===== src/rtl/mnpi_pkg.sv =====
// mnpi_pkg: shared types, constants and note tables of the midi note pulse interrupter
// no dependencies; imported by every module of the block

package mnpi_pkg;

  // timer ticks per microsecond of the tick stream
  localparam int unsigned TICKS_PER_MICROSECOND = 2;

  localparam int unsigned CHAN_W  = 5;
  localparam int unsigned PITCH_W = 7;
  localparam int unsigned VEL_W   = 7;
  localparam int unsigned CMP_W   = 18;
  localparam int unsigned PULSE_W = 8;
  localparam int unsigned NOTES   = 128;

  localparam logic [CHAN_W-1:0] LISTEN_RESET = CHAN_W'(1);
  localparam int unsigned CMP_MAX   = (1 << CMP_W) - 1;
  localparam int unsigned PULSE_MAX = (1 << PULSE_W) - 1;

  localparam logic MODE_TICK = 1'b0;
  localparam logic MODE_NOTE = 1'b1;

  localparam int unsigned USEC = 1000000;

  typedef struct packed {
    logic [VEL_W-1:0]   velocity;
    logic [PITCH_W-1:0] pitch;
    logic [CHAN_W-1:0]  channel;
    logic               mode;
  } item_t;

  typedef struct packed {
    logic playing;
    logic drive;
  } result_t;

  // equal-tempered note frequency in hertz, rounded
  localparam int unsigned NOTE_FREQ [NOTES] = '{
    8, 9, 9, 10, 10, 11, 12, 12, 13, 14, 15, 15,
    16, 17, 18, 19, 21, 22, 23, 24, 26, 28, 29, 31,
    33, 35, 37, 39, 41, 44, 46, 49, 52, 55, 58, 62,
    65, 69, 73, 78, 82, 87, 92, 98, 104, 110, 117, 123,
    131, 139, 147, 156, 165, 175, 185, 196, 208, 220, 233, 247,
    262, 277, 294, 311, 330, 349, 370, 392, 415, 440, 466, 494,
    523, 554, 587, 622, 659, 698, 740, 784, 831, 880, 932, 988,
    1047, 1109, 1175, 1245, 1319, 1397, 1480, 1568, 1661, 1760, 1865, 1976,
    2093, 2217, 2349, 2489, 2637, 2794, 2960, 3136, 3322, 3520, 3729, 3951,
    4186, 4435, 4699, 4978, 5274, 5588, 5920, 6272, 6645, 7040, 7459, 7902,
    8372, 8870, 9397, 9956, 10548, 11175, 11840, 12544
  };

  // note period in whole microseconds, truncated
  localparam int unsigned PERIOD_US [NOTES] = '{
    USEC/8, USEC/9, USEC/9, USEC/10, USEC/10, USEC/11, USEC/12, USEC/12,
    USEC/13, USEC/14, USEC/15, USEC/15,
    USEC/16, USEC/17, USEC/18, USEC/19, USEC/21, USEC/22, USEC/23, USEC/24,
    USEC/26, USEC/28, USEC/29, USEC/31,
    USEC/33, USEC/35, USEC/37, USEC/39, USEC/41, USEC/44, USEC/46, USEC/49,
    USEC/52, USEC/55, USEC/58, USEC/62,
    USEC/65, USEC/69, USEC/73, USEC/78, USEC/82, USEC/87, USEC/92, USEC/98,
    USEC/104, USEC/110, USEC/117, USEC/123,
    USEC/131, USEC/139, USEC/147, USEC/156, USEC/165, USEC/175, USEC/185,
    USEC/196, USEC/208, USEC/220, USEC/233, USEC/247,
    USEC/262, USEC/277, USEC/294, USEC/311, USEC/330, USEC/349, USEC/370,
    USEC/392, USEC/415, USEC/440, USEC/466, USEC/494,
    USEC/523, USEC/554, USEC/587, USEC/622, USEC/659, USEC/698, USEC/740,
    USEC/784, USEC/831, USEC/880, USEC/932, USEC/988,
    USEC/1047, USEC/1109, USEC/1175, USEC/1245, USEC/1319, USEC/1397,
    USEC/1480, USEC/1568, USEC/1661, USEC/1760, USEC/1865, USEC/1976,
    USEC/2093, USEC/2217, USEC/2349, USEC/2489, USEC/2637, USEC/2794,
    USEC/2960, USEC/3136, USEC/3322, USEC/3520, USEC/3729, USEC/3951,
    USEC/4186, USEC/4435, USEC/4699, USEC/4978, USEC/5274, USEC/5588,
    USEC/5920, USEC/6272, USEC/6645, USEC/7040, USEC/7459, USEC/7902,
    USEC/8372, USEC/8870, USEC/9397, USEC/9956, USEC/10548, USEC/11175,
    USEC/11840, USEC/12544
  };

  // period compare value in ticks, saturated to the counter width
  function automatic logic [CMP_W-1:0] note_compare(input logic [PITCH_W-1:0] pitch);
    int unsigned ticks;
    ticks = TICKS_PER_MICROSECOND * PERIOD_US[pitch];
    if (ticks > CMP_MAX) begin
      return CMP_W'(CMP_MAX);
    end
    return CMP_W'(ticks);
  endfunction

  // pulse length in ticks: on-time step by frequency, times TICKS_PER_MICROSECOND, saturated
  function automatic logic [PULSE_W-1:0] note_pulse(input logic [PITCH_W-1:0] pitch);
    int unsigned f;
    int unsigned us;
    int unsigned ticks;
    f = NOTE_FREQ[pitch];
    if (f < 100) us = 67;
    else if (f < 200) us = 60;
    else if (f < 300) us = 52;
    else if (f < 400) us = 45;
    else if (f < 500) us = 40;
    else if (f < 600) us = 34;
    else if (f < 800) us = 30;
    else if (f < 900) us = 27;
    else us = 25;
    ticks = TICKS_PER_MICROSECOND * us;
    if (ticks > PULSE_MAX) begin
      return PULSE_W'(PULSE_MAX);
    end
    return PULSE_W'(ticks);
  endfunction

endpackage


===== src/rtl/mnpi_input_stage.sv =====
// mnpi_input_stage: input register holding one request ahead of the core
// depends on mnpi_pkg

module mnpi_input_stage
  import mnpi_pkg::*;
(
  input  logic  clk_i,
  input  logic  rst_ni,
  input  logic  valid_i,
  output logic  ready_o,
  input  item_t item_i,
  input  logic  advance_i,
  output logic  valid_o,
  output item_t item_o
);

  logic  valid_d, valid_q;
  item_t item_q;

  // free slot, or the held request moves on this cycle
  assign ready_o = !valid_q || advance_i;
  assign valid_d = (valid_i && ready_o) || (valid_q && !advance_i);

  always_ff @(posedge clk_i or negedge rst_ni) begin
    if (!rst_ni) begin
      valid_q <= 1'b0;
    end else begin
      valid_q <= valid_d;
    end
  end

  always_ff @(posedge clk_i) begin
    if (valid_i && ready_o) begin
      item_q <= item_i;
    end
  end

  assign valid_o = valid_q;
  assign item_o  = item_q;

endmodule


===== src/rtl/mnpi_core.sv =====
// mnpi_core: note state, period counter and pulse timer; next result per request
// depends on mnpi_pkg

module mnpi_core
  import mnpi_pkg::*;
(
  input  logic              clk_i,
  input  logic              rst_ni,
  input  logic              cfg_we_i,
  input  logic [CHAN_W-1:0] cfg_wdata_i,
  input  logic              advance_i,
  input  item_t             item_i,
  output result_t           result_o
);

  logic [CHAN_W-1:0]  listen_q;
  logic               playing_d, playing_q;
  logic [PITCH_W-1:0] pitch_d, pitch_q;
  logic [CMP_W-1:0]   compare_d, compare_q;
  logic [CMP_W-1:0]   count_d, count_q;
  logic [PULSE_W-1:0] len_d, len_q;
  logic [PULSE_W-1:0] left_d, left_q;
  logic [CMP_W-1:0]   count_inc;

  assign count_inc = count_q + CMP_W'(1);

  always_comb begin
    playing_d = playing_q;
    pitch_d   = pitch_q;
    compare_d = compare_q;
    count_d   = count_q;
    len_d     = len_q;
    left_d    = left_q;
    if (item_i.mode == MODE_TICK) begin
      if (left_q != '0) begin
        left_d = left_q - PULSE_W'(1);
      end
      if (playing_q) begin
        count_d = count_inc;
        if (count_inc >= compare_q) begin
          count_d = '0;
          left_d  = len_q;
        end
      end
    end else if (item_i.channel == listen_q) begin
      if (item_i.velocity == '0) begin
        if (item_i.pitch == pitch_q) begin
          playing_d = 1'b0;
        end
      end else begin
        pitch_d   = item_i.pitch;
        compare_d = note_compare(item_i.pitch);
        len_d     = note_pulse(item_i.pitch);
        count_d   = '0;
        playing_d = 1'b1;
      end
    end
  end

  always_ff @(posedge clk_i or negedge rst_ni) begin
    if (!rst_ni) begin
      listen_q  <= LISTEN_RESET;
      playing_q <= 1'b0;
      pitch_q   <= '0;
      compare_q <= '0;
      count_q   <= '0;
      len_q     <= '0;
      left_q    <= '0;
    end else begin
      if (cfg_we_i) begin
        listen_q <= cfg_wdata_i;
      end
      if (advance_i) begin
        playing_q <= playing_d;
        pitch_q   <= pitch_d;
        compare_q <= compare_d;
        count_q   <= count_d;
        len_q     <= len_d;
        left_q    <= left_d;
      end
    end
  end

  assign result_o.drive   = (left_d != '0);
  assign result_o.playing = playing_d;

endmodule


===== src/rtl/mnpi_output_stage.sv =====
// mnpi_output_stage: result register towards the downstream side
// depends on mnpi_pkg

module mnpi_output_stage
  import mnpi_pkg::*;
(
  input  logic    clk_i,
  input  logic    rst_ni,
  input  logic    load_i,
  input  result_t result_i,
  input  logic    ready_i,
  output logic    valid_o,
  output result_t result_o
);

  logic    valid_d, valid_q;
  result_t result_q;

  assign valid_d = load_i || (valid_q && !ready_i);

  always_ff @(posedge clk_i or negedge rst_ni) begin
    if (!rst_ni) begin
      valid_q <= 1'b0;
    end else begin
      valid_q <= valid_d;
    end
  end

  always_ff @(posedge clk_i) begin
    if (load_i) begin
      result_q <= result_i;
    end
  end

  assign valid_o  = valid_q;
  assign result_o = result_q;

endmodule


===== src/rtl/midi_note_pulse_interrupter.sv =====
// midi_note_pulse_interrupter: top level of the monophonic midi pulse interrupter
// depends on mnpi_pkg, mnpi_input_stage, mnpi_core, mnpi_output_stage

// Monophonic midi interrupter. Each input request is either one timer tick
// (tuser = 0, one tick is 1/TICKS_PER_MICROSECOND microseconds) or a note event
// (tuser = 1). A note-on on the listened channel stores its pitch, loads the
// period and pulse length from constant tables and restarts the period
// counter; a note-off with the held pitch stops it. While a note plays, the
// period counter wraps at the compare value and starts a drive pulse, and a
// pulse that has started always runs to its end. Every request gives exactly
// one result (drive, playing). Throughput is one request per clock cycle while
// the result stream is not stalled. An accepted request waits in the input
// register while the note tables and the 18-bit counter compare work out its
// result, which is loaded into the result register when the request advances.
// The user must write the channel register with cfg_we_i only while no request
// is in flight; the block itself does not enforce this. It resets to channel 1.

module midi_note_pulse_interrupter
  import mnpi_pkg::*;
(
  input  logic              clk_i,
  input  logic              rst_ni,
  // configuration: listened channel
  input  logic              cfg_we_i,
  input  logic [CHAN_W-1:0] cfg_wdata_i,
  // request stream
  input  logic              s_axis_tvalid,
  output logic              s_axis_tready,
  // tdata from bit 0: channel[4:0], pitch[11:5], velocity[18:12], zero pad
  input  logic [23:0]       s_axis_tdata,
  // tuser: mode (0 tick, 1 note event)
  input  logic              s_axis_tuser,
  // result stream
  output logic              m_axis_tvalid,
  input  logic              m_axis_tready,
  // tdata from bit 0: drive, playing, zero pad
  output logic [7:0]        m_axis_tdata
);

  item_t   in_item;
  item_t   held_item;
  logic    held_valid;
  logic    out_valid;
  logic    advance;
  result_t next_result;
  result_t out_result;

  // unpack the request, padding bits are dropped
  assign in_item.mode     = s_axis_tuser;
  assign in_item.channel  = s_axis_tdata[CHAN_W-1:0];
  assign in_item.pitch    = s_axis_tdata[CHAN_W+PITCH_W-1:CHAN_W];
  assign in_item.velocity = s_axis_tdata[CHAN_W+PITCH_W+VEL_W-1:CHAN_W+PITCH_W];

  // the held request moves into the result register whenever that register
  // is empty or is being emptied in the same cycle
  assign advance = held_valid && (!out_valid || m_axis_tready);

  mnpi_input_stage u_input_stage (
    .clk_i     (clk_i),
    .rst_ni    (rst_ni),
    .valid_i   (s_axis_tvalid),
    .ready_o   (s_axis_tready),
    .item_i    (in_item),
    .advance_i (advance),
    .valid_o   (held_valid),
    .item_o    (held_item)
  );

  // note state only changes on advance, so a stalled request is seen once
  mnpi_core u_core (
    .clk_i       (clk_i),
    .rst_ni      (rst_ni),
    .cfg_we_i    (cfg_we_i),
    .cfg_wdata_i (cfg_wdata_i),
    .advance_i   (advance),
    .item_i      (held_item),
    .result_o    (next_result)
  );

  mnpi_output_stage u_output_stage (
    .clk_i    (clk_i),
    .rst_ni   (rst_ni),
    .load_i   (advance),
    .result_i (next_result),
    .ready_i  (m_axis_tready),
    .valid_o  (out_valid),
    .result_o (out_result)
  );

  assign m_axis_tvalid = out_valid;
  assign m_axis_tdata  = {6'b0, out_result.playing, out_result.drive};

  // a request moved to the output is waiting there next cycle
  a_advance_fills_output: assert property (
    @(posedge clk_i) disable iff (!rst_ni)
    advance |=> out_valid
  ) else $error("result register empty after a request advanced");

  // a held request that cannot move keeps its slot and its contents
  a_held_request_kept: assert property (
    @(posedge clk_i) disable iff (!rst_ni)
    held_valid && !advance |=> held_valid && $stable(held_item)
  ) else $error("held request lost or changed while stalled");

  // a stalled result is neither dropped nor overwritten
  a_stalled_result_kept: assert property (
    @(posedge clk_i) disable iff (!rst_ni)
    out_valid && !m_axis_tready |=> out_valid && $stable(out_result)
  ) else $error("stalled result lost or changed");

endmodule

===== config.mk =====
export PLATFORM = sky130hd
export DESIGN_NAME = midi_note_pulse_interrupter
export DESIGN_NICKNAME = d
export VERILOG_FILES = /design/src/rtl/mnpi_pkg.sv /design/src/rtl/mnpi_input_stage.sv /design/src/rtl/mnpi_core.sv /design/src/rtl/mnpi_output_stage.sv /design/src/rtl/midi_note_pulse_interrupter.sv
export SDC_FILE = /design/constraint.sdc
export NUM_CORES = 1
export LEC_CHECK = 0
export ABC_AREA = 0
export BUFFER_PORTS_ARGS = -buffer_cell sky130_fd_sc_hd__buf_2
export CORE_ASPECT_RATIO = 1.2
export CORE_MARGIN = 3
export CORE_UTILIZATION = 50
export CTS_BUF_LIST = sky130_fd_sc_hd__clkbuf_4
export CTS_CLUSTER_DIAMETER = 30
export DETAILED_ROUTE_END_ITERATION = 10
export GPL_ROUTABILITY_DRIVEN = 0
export PLACE_DENSITY = 0.65
export RECOVER_POWER = 50
export SYNTH_ARGS = -nofsm -noshare
export SYNTH_HDL_FRONTEND = slang
export SYNTH_SLANG_ARGS = --single-unit

===== constraint.sdc =====
create_clock -name clk_i -period 6.9 [get_ports clk_i]
set_input_delay 0.69 -clock clk_i [delete_from_list [all_inputs] [get_ports clk_i]]
set_output_delay 0.69 -clock clk_i [all_outputs]
set_load 0.01 [all_outputs]

==> summary.md <==
| Metric | Value |
|---|---|
| # setup viols final | `0` |
| Post-synth EDFFs | `22` |
| Number of DRC markers in iteration 0 | `1,316` |
| Die Height | `143 um` |
| Syn avg cell area | `7.91 um2` |
| Min cycle time layout | `4.97 ns` |
| CTS H-tree depth | `3` |
| Outcome | `complete, but fails checks` |
| Clock buffer count from CTS | `9` |
| Critical path endpoint category | `register` |
| Leak | `3.42 nW` |
| Max_slew headroom | `-130%` |
| Fin util | `53.9%` |
| # clock sinks | `87` |
| CP Max Fanout | `7` |
| Critical setup path kind | `register to register` |
| Layout cell share with drive strength beyond 1 | `10.3%` |
| RSZ-0062 raised after global routing | `false` |
| Vias per cell | `6.52` |
| Port-buffer cells | `33` |
| Top cell type's share of synthesized area | `20.5%` |
| # resized after CTS | `0` |
| Least-Margin Pin Slew | `3.46 ns` |
| Vias in the first global route | `6,951` |
| CTS Hold Buffers Added | `0` |
| Avg WL per Cell | `20.1 um` |
| Initial Util | `51.6%` |
| Startpoint types | `register` |
| WHS Path Cells | `1` |
| Fmax | `201 MHz` |
| Final ANT Viol Nets | `0` |
| Worst-path clk slew | `0.16 ns` |
| Detailed Route WL | `23.5 mm` |
| Cell Area, Synth | `7820 um2` |
| Crit path arrival time | `5.19 ns` |
| Failing checks | `max-capacitance violations, max-slew violations` |
| Synth Register Bits | `87` |
| Die area | `17,200 um2` |
| Drt drc | `0` |
| Clk root buf | `clkbuf_4` |
| Crit share post-route | `72.0%` |
| Global route overflow | `0` |
| Cell depth of the worst flop-to-flop path | `16` |
| Hold Vio Cnt, Final | `0` |
| Skew final | `0.0252 ns` |
| CTS max path bufs | `2` |
| Peak supply drop | `151 uV` |
| # rows | `49` |
| Largest cells by area after synthesis | `dfrtp_1 (20%), edfxtp_1 (8.4%), o21ai_0 (7.1%), ha_1 (5.1%), nand2_1 (4.8%)` |
| Global-route wire length before repair | `37.7 mm` |
| Total GRT Usage | `27.4%` |
| Final worst slack | `1.93 ns` |
| Top-Level Pins | `45` |
| TNS Setup | `0 ns` |
| Largest area contributor in the netlist | `dfrtp_1` |
| Die W | `120 um` |
| Place WS | `1.94 ns` |
| Max_cap viols | `1` |
| Min-delay worst type | `input port to register` |
| Setup bufs post-CTS | `0` |
| Count of different cell masters after synthesis | `76` |
| Syn-to-layout area delta | `4.32%` |
| DP HPWL | `16.0 mm` |
| CTS tree | `built` |
| Synth Warn # | `0` |
| Data required, critical path | `7.13 ns` |
| First-pass detailed-route iteration total | `6` |
| PD cells | `204 nW/um2` |
| Post-synth ARST share | `74.7%` |
| Via count | `7,647` |
| Initial antenna violation count | `3` |
| Clk_lat worst skew | `0.47 ns` |
| Total Nets Final | `1,030` |
| Core region area | `15,100 um2` |
| Sequential element share of the synthesized area | `29.3%` |
| Pin count of the biggest net entering global routing | `103` |
| Post-Synthesis Cells | `989` |
| Leading register cell type out of synthesis | `dfrtp_1` |
| Final Max Tran Viols | `66` |
## registers in the layout, indices dropped and copies added, names as in the netlist
signal,cells
u_core.pitch_q,7
u_output_stage.valid_o,1
u_input_stage.item_o,20
u_core.listen_q,5
u_core.compare_q,17
u_input_stage.valid_o,1
u_core.left_q,8
u_core.count_q,18
u_core.len_q,7
u_output_stage.result_o,2
u_core.playing_q,1
## final cells by class
cell class	instances	area [um2]
Fill cell	1513	6980
Multi-Input combinational cell	782	5030
Sequential cell	87	2290
Timing Repair Buffer	49	282
Tap cell	204	255
Inverter	34	128
Clock inverter	7	103
Clock buffer	9	67.6
Antenna cell	1	2.50
## where the power goes
group / switching [W] / internal [W]
logic: 0.000384 / 0.000247
registers: 0.0000713 / 0.000618
clock network: 0.000195 / 0.000152
## worst paths after layout
kind,from,slack [ns],to
worst max register to register,u_core.count_q[2]$_DFFE_PN0P_,1.93,u_output_stage.result_o[0]$_DFFE_PP_
worst min-delay path,s_axis_tdata[3],0.38,u_input_stage.item_o[4]$_DFFE_PP_
worst max-delay path,u_core.count_q[2]$_DFFE_PN0P_,1.93,u_output_stage.result_o[0]$_DFFE_PP_
min in group asynchronous,rst_ni,1.46,u_core.count_q[6]$_DFFE_PN0P_
max in group asynchronous,rst_ni,3.49,u_core.pitch_q[5]$_DFFE_PN0P_
worst min register to register,u_core.len_q[5]$_DFFE_PN0P_,0.49,u_core.len_q[5]$_DFFE_PN0P_
## synth_stat cells, types with 13 or more instances
cell        n
nand2b_1   18
inv_1      33
and3_1     15
and2_1     13
xor2_1     21
ha_1       32
a21oi_1    71
dfrtp_1    64
a31oi_1    16
buf_1      13
nand3_1    30
nor3_1     18
o21ai_0   111
clkbuf_1   61
nor2_1     71
nor2b_1    28
nand2_1    99
edfxtp_1   22
## metrics by stage
step           instances  power (W)  area [um2]  hold WS (ns)
2_1_floorplan        994    0.00116        7840         0.394
3_3_place_gp        1156    0.00131        7990         0.455
3_5_place_dp        1156    0.00132        7990         0.468
4_1_cts             1172    0.00167        8160         0.344
5_1_grt             1173    0.00178        8160         0.346
6_report            1173    0.00167        8160         0.378
## kinds of logic (layout without fill, tap and decap cells)
group	Yosys count	in the layout	synth area share (%)
fa+ha+maj	32	32	5.12
flops	87	87	29.3
buf+inv	125	99	6.62
other cells	1	7	0.0479
compound gates	347	347	28.8
xor+xnor	30	30	3.36
simple gates	336	336	21.2
mux	31	31	5.58
## layer usage
| metal | wire [um] | vias to the layer above | track usage, % |
|---|---|---|---|
| li1 | - | 3604 | - |
| met1 | 9760 | 3539 | 37.9 |
| met2 | 10500 | 412 | 41.2 |
| met3 | 2040 | 88 | 5.11 |
| met4 | 1140 | 4 | 13.6 |
| met5 | 54 | - | 0 |
## worst max-delay path: stages (launching register included)
cell,delay (ns)
dfrtp_1,0.47
and3_1,0.21
and4_1,0.27
and3_1,0.23
and3_1,0.23
and3_1,0.27
and3_1,0.19
xor2_1,0.22
ha_1,0.29
a211oi_1,0.25
o21ai_0,0.12
a21oi_1,0.22
or3b_1,0.50
and2_4,0.22
a221o_1,0.31
nand4bb_1,0.21
or4_1,0.52
## cell usage in the layout (no fill, tap or decap), drive strengths merged, types with 18 or more instances in the layout
cell type,instances
nor2,71
nor2b,28
nand2b,18
edfxtp,22
ha,32
xor2,21
o21ai,111
inv,36
nor3,18
dfrtp,64
buf,48
a21oi,71
nand2,99
nand3,30
(Power assumes the default switching activity.)
